### config.mk
export PLATFORM = sky130hd
export DESIGN_NAME = ambient_light_backlight_dimmer_unit
export DESIGN_NICKNAME = d
export VERILOG_FILES = /design/src/sv/aldim_pkg.sv /design/src/sv/aldim_ram.sv /design/src/sv/aldim_window.sv /design/src/sv/aldim_scale.sv /design/src/sv/ambient_light_backlight_dimmer_unit.sv
export SDC_FILE = /design/constraint.sdc
export NUM_CORES = 2
export LEC_CHECK = 0
export ABC_AREA = 0
export BUFFER_PORTS_ARGS = -buffer_cell sky130_fd_sc_hd__buf_2
export CAP_MARGIN = 25
export CELL_PAD_IN_SITES_DETAIL_PLACEMENT = 0
export CELL_PAD_IN_SITES_GLOBAL_PLACEMENT = 1
export CORE_MARGIN = 1
export CORE_UTILIZATION = 55
export CTS_CLUSTER_SIZE = 25
export DETAILED_ROUTE_END_ITERATION = 10
export GPL_ROUTABILITY_DRIVEN = 1
export PLACE_DENSITY_LB_ADDON = 0.08
export SYNTH_ARGS = -nofsm -noshare
export SYNTH_HDL_FRONTEND = slang
export SYNTH_SLANG_ARGS = --single-unit
export TNS_END_PERCENT = 100
### constraint.sdc
create_clock -name i_clk -period 10.36 [get_ports i_clk]
set_input_delay 2.072 -clock i_clk [delete_from_list [all_inputs] [get_ports i_clk]]
set_output_delay 2.072 -clock i_clk [all_outputs]
set_load 0.005 [all_outputs]
### src/sv/aldim_pkg.sv
// Shared constants, codes and types of the ambient-light backlight dimmer.
`default_nettype none

package aldim_pkg;

    localparam int WINDOW_LEN_DEF = 100;
    localparam int SAMPLE_W       = 16;
    localparam int QUOT_W         = 16;
    localparam int RECIP_SHIFT    = 16;
    localparam int LUX_FRAC_BITS  = 8;

    localparam logic [SAMPLE_W-1:0] LUX_CLAMP = 16'd51200;
    localparam logic [7:0]          LUX_FULL  = 8'd200;
    localparam logic [9:0]          DUTY_FULL = 10'd650;

    typedef enum logic [1:0] {
        DIR_HOLD = 2'd0,
        DIR_DOWN = 2'd1,
        DIR_UP   = 2'd2
    } t_ramp_dir;

    typedef struct packed {
        logic              valid;
        logic [QUOT_W-1:0] quot;
    } t_mean_beat;

endpackage

`default_nettype wire

### src/sv/aldim_ram.sv
// Generic single-write, single-read RAM with a registered read port.
`default_nettype none

module aldim_ram #(
    parameter int WIDTH = 16,
    parameter int DEPTH = 100
) (
    input  wire logic                     i_clk,
    input  wire logic                     i_wr_en,
    input  wire logic [$clog2(DEPTH)-1:0] i_wr_addr,
    input  wire logic [WIDTH-1:0]         i_wr_data,
    input  wire logic                     i_rd_en,
    input  wire logic [$clog2(DEPTH)-1:0] i_rd_addr,
    output logic      [WIDTH-1:0]         o_rd_data
);

    logic [WIDTH-1:0] r_mem [DEPTH];
    logic [WIDTH-1:0] r_rd_data;

    always_ff @(posedge i_clk) begin
        if (i_wr_en) begin
            r_mem[i_wr_addr] <= i_wr_data;
        end
        if (i_rd_en) begin
            r_rd_data <= r_mem[i_rd_addr];
        end
    end

    assign o_rd_data = r_rd_data;

endmodule

`default_nettype wire

### src/sv/aldim_window.sv
// Sample window with running sum: clamps readings, replaces the oldest entry, yields sum/256.
`default_nettype none

module aldim_window import aldim_pkg::*; #(
    parameter int WINDOW_LEN = WINDOW_LEN_DEF
) (
    input  wire logic                i_clk,
    input  wire logic                i_rst_n,
    input  wire logic                i_valid,
    output logic                     o_stall,
    input  wire logic [SAMPLE_W-1:0] i_lux_sample,
    output t_mean_beat               o_mean,
    input  wire logic                i_mean_ready
);

    localparam int AW    = $clog2(WINDOW_LEN);
    localparam int SUM_W = $clog2(WINDOW_LEN * int'(LUX_CLAMP) + 1);

    logic [AW-1:0]         r_wr_pos;
    logic [WINDOW_LEN-1:0] r_filled;
    logic [SUM_W-1:0]      r_sum;
    logic                  r_s1_valid;
    logic [SAMPLE_W-1:0]   r_s1_sample;
    logic [AW-1:0]         r_s1_addr;
    logic                  r_s1_live;
    logic                  r_s2_valid;
    logic [QUOT_W-1:0]     r_s2_quot;

    logic [AW-1:0]         n_wr_pos;
    logic [SAMPLE_W-1:0]   n_sample;
    logic [SUM_W-1:0]      n_sum;
    logic [SAMPLE_W-1:0]   ram_rd_data;
    logic [SAMPLE_W-1:0]   old_value;
    logic                  s2_ready;
    logic                  s1_ready;
    logic                  accept;
    logic                  s1_move;

    assign s2_ready = !r_s2_valid || i_mean_ready;
    assign s1_ready = !r_s1_valid || s2_ready;
    assign accept   = i_valid && s1_ready;
    assign s1_move  = r_s1_valid && s2_ready;
    assign o_stall  = !s1_ready;

    assign n_sample  = (i_lux_sample > LUX_CLAMP) ? LUX_CLAMP : i_lux_sample;
    assign n_wr_pos  = (r_wr_pos == AW'(WINDOW_LEN - 1)) ? '0 : r_wr_pos + AW'(1);
    assign old_value = r_s1_live ? ram_rd_data : '0;
    assign n_sum     = r_sum - SUM_W'(old_value) + SUM_W'(r_s1_sample);

    aldim_ram #(
        .WIDTH (SAMPLE_W),
        .DEPTH (WINDOW_LEN)
    ) u_ram (
        .i_clk     (i_clk),
        .i_wr_en   (s1_move),
        .i_wr_addr (r_s1_addr),
        .i_wr_data (r_s1_sample),
        .i_rd_en   (accept),
        .i_rd_addr (r_wr_pos),
        .o_rd_data (ram_rd_data)
    );

    always_ff @(posedge i_clk) begin
        if (!i_rst_n) begin
            r_wr_pos   <= '0;
            r_filled   <= '0;
            r_sum      <= '0;
            r_s1_valid <= 1'b0;
            r_s2_valid <= 1'b0;
        end else begin
            if (accept) begin
                r_wr_pos <= n_wr_pos;
            end
            if (s1_move) begin
                r_filled[r_s1_addr] <= 1'b1;
                r_sum               <= n_sum;
            end
            if (s1_ready) begin
                r_s1_valid <= i_valid;
            end
            if (s2_ready) begin
                r_s2_valid <= r_s1_valid;
            end
        end
    end

    always_ff @(posedge i_clk) begin
        if (accept) begin
            r_s1_sample <= n_sample;
            r_s1_addr   <= r_wr_pos;
            r_s1_live   <= r_filled[r_wr_pos];
        end
        if (s1_move) begin
            r_s2_quot <= QUOT_W'(n_sum >> LUX_FRAC_BITS);
        end
    end

    assign o_mean.valid = r_s2_valid;
    assign o_mean.quot  = r_s2_quot;

endmodule

`default_nettype wire

### src/sv/aldim_scale.sv
// Mean division by the window length, duty mapping and ramp against the previous duty.
`default_nettype none

module aldim_scale import aldim_pkg::*; #(
    parameter int WINDOW_LEN = WINDOW_LEN_DEF
) (
    input  wire logic       i_clk,
    input  wire logic       i_rst_n,
    input  wire t_mean_beat i_mean,
    output logic            o_mean_ready,
    output logic            o_valid,
    input  wire logic       i_stall,
    output logic [9:0]      o_duty_value,
    output logic [9:0]      o_ramp_steps,
    output logic [1:0]      o_ramp_direction,
    output logic [7:0]      o_average_lux
);

    localparam logic [QUOT_W-1:0] RECIP   = QUOT_W'((2 ** RECIP_SHIFT) / WINDOW_LEN);
    localparam logic [QUOT_W-1:0] WIN_LEN = QUOT_W'(WINDOW_LEN);

    logic              r_s3_valid;
    logic [QUOT_W-1:0] r_s3_quot;
    logic [7:0]        r_s3_est;
    logic              r_out_valid;
    logic [9:0]        r_out_duty;
    logic [9:0]        r_out_steps;
    t_ramp_dir         r_out_dir;
    logic [7:0]        r_out_avg;
    logic [9:0]        r_prev_duty;

    logic [2*QUOT_W-1:0] recip_prod;
    logic [QUOT_W-1:0]   est_back;
    logic [QUOT_W-1:0]   remainder;
    logic [8:0]          avg_fixed;
    logic [7:0]          avg;
    logic [11:0]         scaled;
    logic [9:0]          n_duty;
    logic [9:0]          n_steps;
    t_ramp_dir           n_dir;
    logic                out_ready;
    logic                s3_ready;
    logic                out_load;

    assign out_ready    = !r_out_valid || !i_stall;
    assign s3_ready     = !r_s3_valid || out_ready;
    assign out_load     = r_s3_valid && out_ready;
    assign o_mean_ready = s3_ready;

    assign recip_prod = (2*QUOT_W)'(i_mean.quot) * (2*QUOT_W)'(RECIP);

    assign est_back  = QUOT_W'(r_s3_est) * WIN_LEN;
    assign remainder = r_s3_quot - est_back;
    assign avg_fixed = (remainder >= WIN_LEN) ? {1'b0, r_s3_est} + 9'd1 : {1'b0, r_s3_est};
    assign avg       = (avg_fixed > {1'b0, LUX_FULL}) ? LUX_FULL : avg_fixed[7:0];
    assign scaled    = (12'(avg) << 3) + (12'(avg) << 2) + 12'(avg);
    assign n_duty    = DUTY_FULL - scaled[11:2];

    always_comb begin
        if (n_duty < r_prev_duty) begin
            n_steps = r_prev_duty - n_duty;
            n_dir   = DIR_DOWN;
        end else if (n_duty > r_prev_duty) begin
            n_steps = n_duty - r_prev_duty;
            n_dir   = DIR_UP;
        end else begin
            n_steps = '0;
            n_dir   = DIR_HOLD;
        end
    end

    always_ff @(posedge i_clk) begin
        if (!i_rst_n) begin
            r_s3_valid  <= 1'b0;
            r_out_valid <= 1'b0;
            r_prev_duty <= DUTY_FULL;
        end else begin
            if (s3_ready) begin
                r_s3_valid <= i_mean.valid;
            end
            if (out_ready) begin
                r_out_valid <= r_s3_valid;
            end
            if (out_load) begin
                r_prev_duty <= n_duty;
            end
        end
    end

    always_ff @(posedge i_clk) begin
        if (s3_ready && i_mean.valid) begin
            r_s3_quot <= i_mean.quot;
            r_s3_est  <= recip_prod[RECIP_SHIFT+7:RECIP_SHIFT];
        end
        if (out_load) begin
            r_out_duty  <= n_duty;
            r_out_steps <= n_steps;
            r_out_dir   <= n_dir;
            r_out_avg   <= avg;
        end
    end

    assign o_valid          = r_out_valid;
    assign o_duty_value     = r_out_duty;
    assign o_ramp_steps     = r_out_steps;
    assign o_ramp_direction = r_out_dir;
    assign o_average_lux    = r_out_avg;

endmodule

`default_nettype wire

### src/sv/ambient_light_backlight_dimmer_unit.sv
// Top level of the ambient-light backlight dimmer.
// Input channel: i_valid, o_stall and i_lux_sample, one reading in 1/256 lux per
// transaction. Output channel: o_valid, i_stall and the duty, ramp step count, ramp
// direction and whole-lux mean, one result per accepted reading, in order.
// A transaction completes at a rising edge with valid high and stall low.
// Readings are clamped at 200 lux and kept in a window of WINDOW_LEN entries held in
// a RAM; a running sum, a reciprocal multiply with one correction step and a fixed
// 13/4 scaling give the mean and the duty.
// Throughput: one reading per cycle while the receiver does not stall, set by the
// four-register pipeline, in which the window RAM is read when a reading is accepted
// and written when that reading leaves the first stage.
// Reset clears the write position, the sum and one valid bit per window entry at once,
// so entries not yet written read as zero; the previous duty returns to 650. There is
// no clearing pass and the first reading may be taken right after reset.
// When the receiver stalls, the result register holds; earlier stages keep filling
// until they are all occupied, and only then is o_stall raised.
`default_nettype none

module ambient_light_backlight_dimmer_unit import aldim_pkg::*; #(
    parameter int WINDOW_LEN = WINDOW_LEN_DEF
) (
    input  wire logic                i_clk,
    input  wire logic                i_rst_n,
    input  wire logic                i_valid,
    output logic                     o_stall,
    input  wire logic [SAMPLE_W-1:0] i_lux_sample,
    output logic                     o_valid,
    input  wire logic                i_stall,
    output logic [9:0]               o_duty_value,
    output logic [9:0]               o_ramp_steps,
    output logic [1:0]               o_ramp_direction,
    output logic [7:0]               o_average_lux
);

    t_mean_beat mean;
    logic       mean_ready;

    aldim_window #(
        .WINDOW_LEN (WINDOW_LEN)
    ) u_window (
        .i_clk        (i_clk),
        .i_rst_n      (i_rst_n),
        .i_valid      (i_valid),
        .o_stall      (o_stall),
        .i_lux_sample (i_lux_sample),
        .o_mean       (mean),
        .i_mean_ready (mean_ready)
    );

    aldim_scale #(
        .WINDOW_LEN (WINDOW_LEN)
    ) u_scale (
        .i_clk            (i_clk),
        .i_rst_n          (i_rst_n),
        .i_mean           (mean),
        .o_mean_ready     (mean_ready),
        .o_valid          (o_valid),
        .i_stall          (i_stall),
        .o_duty_value     (o_duty_value),
        .o_ramp_steps     (o_ramp_steps),
        .o_ramp_direction (o_ramp_direction),
        .o_average_lux    (o_average_lux)
    );

endmodule

`default_nettype wire

==> impl_metrics.tcl <==
set metrics [dict create \
    run_status "finished clean" \
    synth-edff-count 1706 \
    max-cap-violations 0 \
    globalRoute.totalOverflow 0 \
    synth.net_count 4218 \
    gp_congestion 0.809 \
    finish.net_count 4456 \
    vdd_ir_drop_max_mv 1.01 \
    setup_violations 0 \
    hold_viol 0 \
    critical_path_class "register to register" \
    preCtsSetupSlack_ns 0.172 \
    row_count 136 \
    holdPathEnd "u_window.r_filled[70]" \
    pin_count 52 \
    grt_pass1_wl_um 263000 \
    grt_max_degree 132 \
    synthesis.area_per_instance_um2 19.6 \
    critical_path_required_ns 10.93 \
    post-synth-top-area-fraction 0.665 \
    chipWidth_um 376 \
    clk_latency_ns 0.84 \
    worst_ep_arrival_time_ns 10.25 \
    timing.fmax_ghz 0.103 \
    synthesis.instances 3941 \
    synth_area_um2 77100 \
    library_cell_with_the_highest_instance_count_after_synthesis "sky130_fd_sc_hd__edfxtp_1" \
    worst-r2r-setup-slack_ns 0.69 \
    synthFlopType "sky130_fd_sc_hd__edfxtp_1" \
    num-fill-cells 9663 \
    vias 38297 \
    drc 0 \
    setup_repair_after_global_routing_missed_its_margin "false" \
    cts_htree_levels 4 \
    hold-worst-slack_ns 0.458 \
    crit_fanout 10 \
    initial_utilization 0.558 \
    crit_slowest_cell "sky130_fd_sc_hd__or4_1" \
    fin_cells 6199 \
    core-area_um2 138000 \
    seq_area_frac_synth 0.702 \
    max_slew_margin 0.275 \
    clock_sinks 1850 \
    post-dp-hpwl_um 105000 \
    drv_slew 0 \
    cts_tree "yes" \
    die_height_um 376 \
    yosys_warnings 0 \
    yosys_register_bits 1850 \
    rr_worst_depth 38 \
    regToRegEndpoint "u_scale.o_ramp_steps[2]" \
    yosys.area.top_type "sky130_fd_sc_hd__edfxtp_1" \
    power.density_cell_area_nw_per_um2 337 \
    dr.first_iter.drc_count 4343 \
    setup-tns-final_ns 0 \
    wl_um 179000 \
    timing.clock.skew_ns 0.0403 \
    port_buffers 51 \
    initial_antenna_violation_count 6 \
    min-delay-path-class "register to register" \
    critical_path.max_stage_delay_ns 0.62 \
    synth_async_sr_flop_share 0 \
    final_critical_path_setup_slack_ns 0.685 \
    clk_pin_slew_ns 0.06 \
    total_leakage_power_nw 28.3 \
    reg2reg_from "u_scale.r_s3_est[2]" \
    crit_top_cell "sky130_fd_sc_hd__a21oi_1" \
    vias_per_instance 6.18 \
    wl_per_cell_um 28.9 \
    post_synth_most_frequent_cells "1,706 x sky130_fd_sc_hd__edfxtp_1, 544 x sky130_fd_sc_hd__mux4_2, 212 x sky130_fd_sc_hd__nor2_1" \
    synth_cell_type_count 70 \
    hold_depth 1 \
    post_cts_hold_buffer_count 0 \
    syn2layout_area_growth_pct 12.5 \
    first_global_vias 37765 \
    clock-root-buffer "sky130_fd_sc_hd__clkbuf_16" \
    worst_setup_path_end_kind "register" \
    worstSetupStartpointType "register" \
    worst_hold_startpoint "u_window.r_filled[70]" \
    tightest_slew_ns 1.09 \
    floorplan.die_area_um2 142000 \
    postRouteAntennaNets 0 \
    clock_path_buffers 3 \
    cts_made_buffers 186 \
    yosys-top-cells-area "sky130_fd_sc_hd__edfxtp_1 66%, sky130_fd_sc_hd__mux4_2 16%, sky130_fd_sc_hd__dfxtp_1 3.7%" \
    period_needed_ns 9.67 \
    grt_use_total 0.259 \
    layout.core_utilization 0.628 \
    period_share 0.934 \
    drt_first_pass_iters 7 \
    layout-drive-gt1-share 0.264 \
    numPlacedInstances 5841 \
]
cell type report:
cell class | count | area, um^2 | area share
Tap cell | 1863 | 2330 | 0.0269
Timing Repair Buffer | 226 | 1780 | 0.0205
Clock buffer | 244 | 4980 | 0.0574
Inverter | 185 | 698 | 0.00805
Multi-Input combinational cell | 1729 | 21700 | 0.250
Clock inverter | 99 | 1110 | 0.0128
Sequential cell | 1850 | 54100 | 0.624
Antenna cell | 2 | 5.00 | 0.0000577
Timing Repair inverter | 1 | 7.51 | 0.0000866
worst max-delay path: cells and delay by family (launching register included):
kind	cells	cell delay, ns
AND/OR/NAND/NOR	11	2.37
adder cells (fa/ha/maj)	8	2.79
buffers and inverters	2	0.16
AO/OA/AOI/OAI	15	3.16
flip-flops	1	0.47
XOR/XNOR	2	0.49
state kept, by name, indices dropped and copies added (netlist names):
name / cells
u_window.u_ram.r_mem: 1600
u_window.r_filled: 100
u_window.r_sum: 23
u_window.r_s1_sample: 16
u_window.u_ram.o_rd_data: 16
u_window.r_s2_quot: 15
u_scale.r_s3_quot: 13
u_scale.o_duty_value: 10
u_scale.o_ramp_steps: 10
u_scale.r_prev_duty: 10
u_scale.o_average_lux: 8
u_scale.r_s3_est: 8
u_window.r_s1_addr: 7
u_window.r_wr_pos: 7
u_scale.o_ramp_direction: 2
u_scale.o_valid: 1
u_scale.r_s3_valid: 1
u_window.r_s1_live: 1
u_window.r_s1_valid: 1
u_window.r_s2_valid: 1
logic make-up after synthesis:
family,synth area share
mux,0.165
xor+xnor,0.00727
fa+ha+maj,0.0485
buf+inv,0.0191
compound gates,0.0301
flops,0.702
simple gates,0.0281
metal layers:
| metal | routed length [um] | global-route usage | vias up |
|---|---|---|---|
| li1 | - | - | 16345 |
| met1 | 77900 | 0.395 | 20225 |
| met2 | 83800 | 0.392 | 1482 |
| met3 | 13500 | 0.0422 | 239 |
| met4 | 4150 | 0.0712 | 6 |
| met5 | 36 | 0 | - |
where the power goes:
part           total, mW  switching (mW)  internal [mW]
clock network       6.66            2.87           3.79
logic               13.5            8.01           5.51
registers           9.06           0.179           8.88
total               29.2            11.1           18.2
timing repair:
action                                  in CTS  in global routing
resized for setup                            0                 11
setup buffers                                0                  5
endpoints found under the setup margin       0                 11
cell usage in the layout, fill, tap and decap left out, types with 15 or more instances in the layout:
master	synthesis	routed
sky130_fd_sc_hd__clkinv_1	1	29
sky130_fd_sc_hd__buf_2	46	50
sky130_fd_sc_hd__and2_1	25	25
sky130_fd_sc_hd__mux2_2	20	20
sky130_fd_sc_hd__inv_1	184	183
sky130_fd_sc_hd__nand2_1	101	100
sky130_fd_sc_hd__nand3_1	20	20
sky130_fd_sc_hd__xor2_1	24	23
sky130_fd_sc_hd__buf_4	8	159
sky130_fd_sc_hd__o21a_1	88	88
sky130_fd_sc_hd__xnor2_1	40	40
sky130_fd_sc_hd__mux4_2	544	544
sky130_fd_sc_hd__dfxtp_1	144	138
sky130_fd_sc_hd__clkinv_2	0	26
sky130_fd_sc_hd__nor2_2	0	46
sky130_fd_sc_hd__nand4_1	16	16
sky130_fd_sc_hd__nor2_1	212	160
sky130_fd_sc_hd__nor2b_1	27	25
sky130_fd_sc_hd__a21oi_1	84	84
sky130_fd_sc_hd__bufinv_16	0	15
sky130_fd_sc_hd__clkbuf_16	0	189
sky130_fd_sc_hd__edfxtp_1	1706	1706
sky130_fd_sc_hd__clkbuf_1	108	51
sky130_fd_sc_hd__a21o_1	25	24
sky130_fd_sc_hd__ha_1	187	187
sky130_fd_sc_hd__mux2i_1	22	22
sky130_fd_sc_hd__o21ai_0	59	59
sky130_fd_sc_hd__fa_1	70	70
per-stage QoR:
step / power, mW / area [um^2]
after floorplan: 18.9 / 77100
after global placement: 22.2 / 80300
after detailed placement: 22.2 / 80400
after CTS: 28.9 / 86500
after global routing: 31.3 / 86700
final: 29.2 / 86700
how the worst max path moves through the flow:
stage | startpoint | endpoint | slack, ns | cells after the start
after floorplan | u_scale.r_s3_est[1] | u_scale.o_ramp_steps[6] | 1.32 | 43
after global placement | u_scale.r_s3_est[1] | u_scale.o_ramp_steps[2] | 0.24 | 39
after detailed placement | u_scale.r_s3_est[1] | u_scale.o_ramp_steps[2] | 0.17 | 39
after CTS | u_scale.r_s3_est[1] | u_scale.o_ramp_steps[9] | 0.14 | 40
after global routing | u_scale.r_s3_est[2] | u_scale.o_ramp_steps[8] | 0.05 | 40
final | u_scale.r_s3_est[2] | u_scale.o_ramp_steps[2] | 0.69 | 38
No activity file was read; power rests on OpenSTA's default activity.
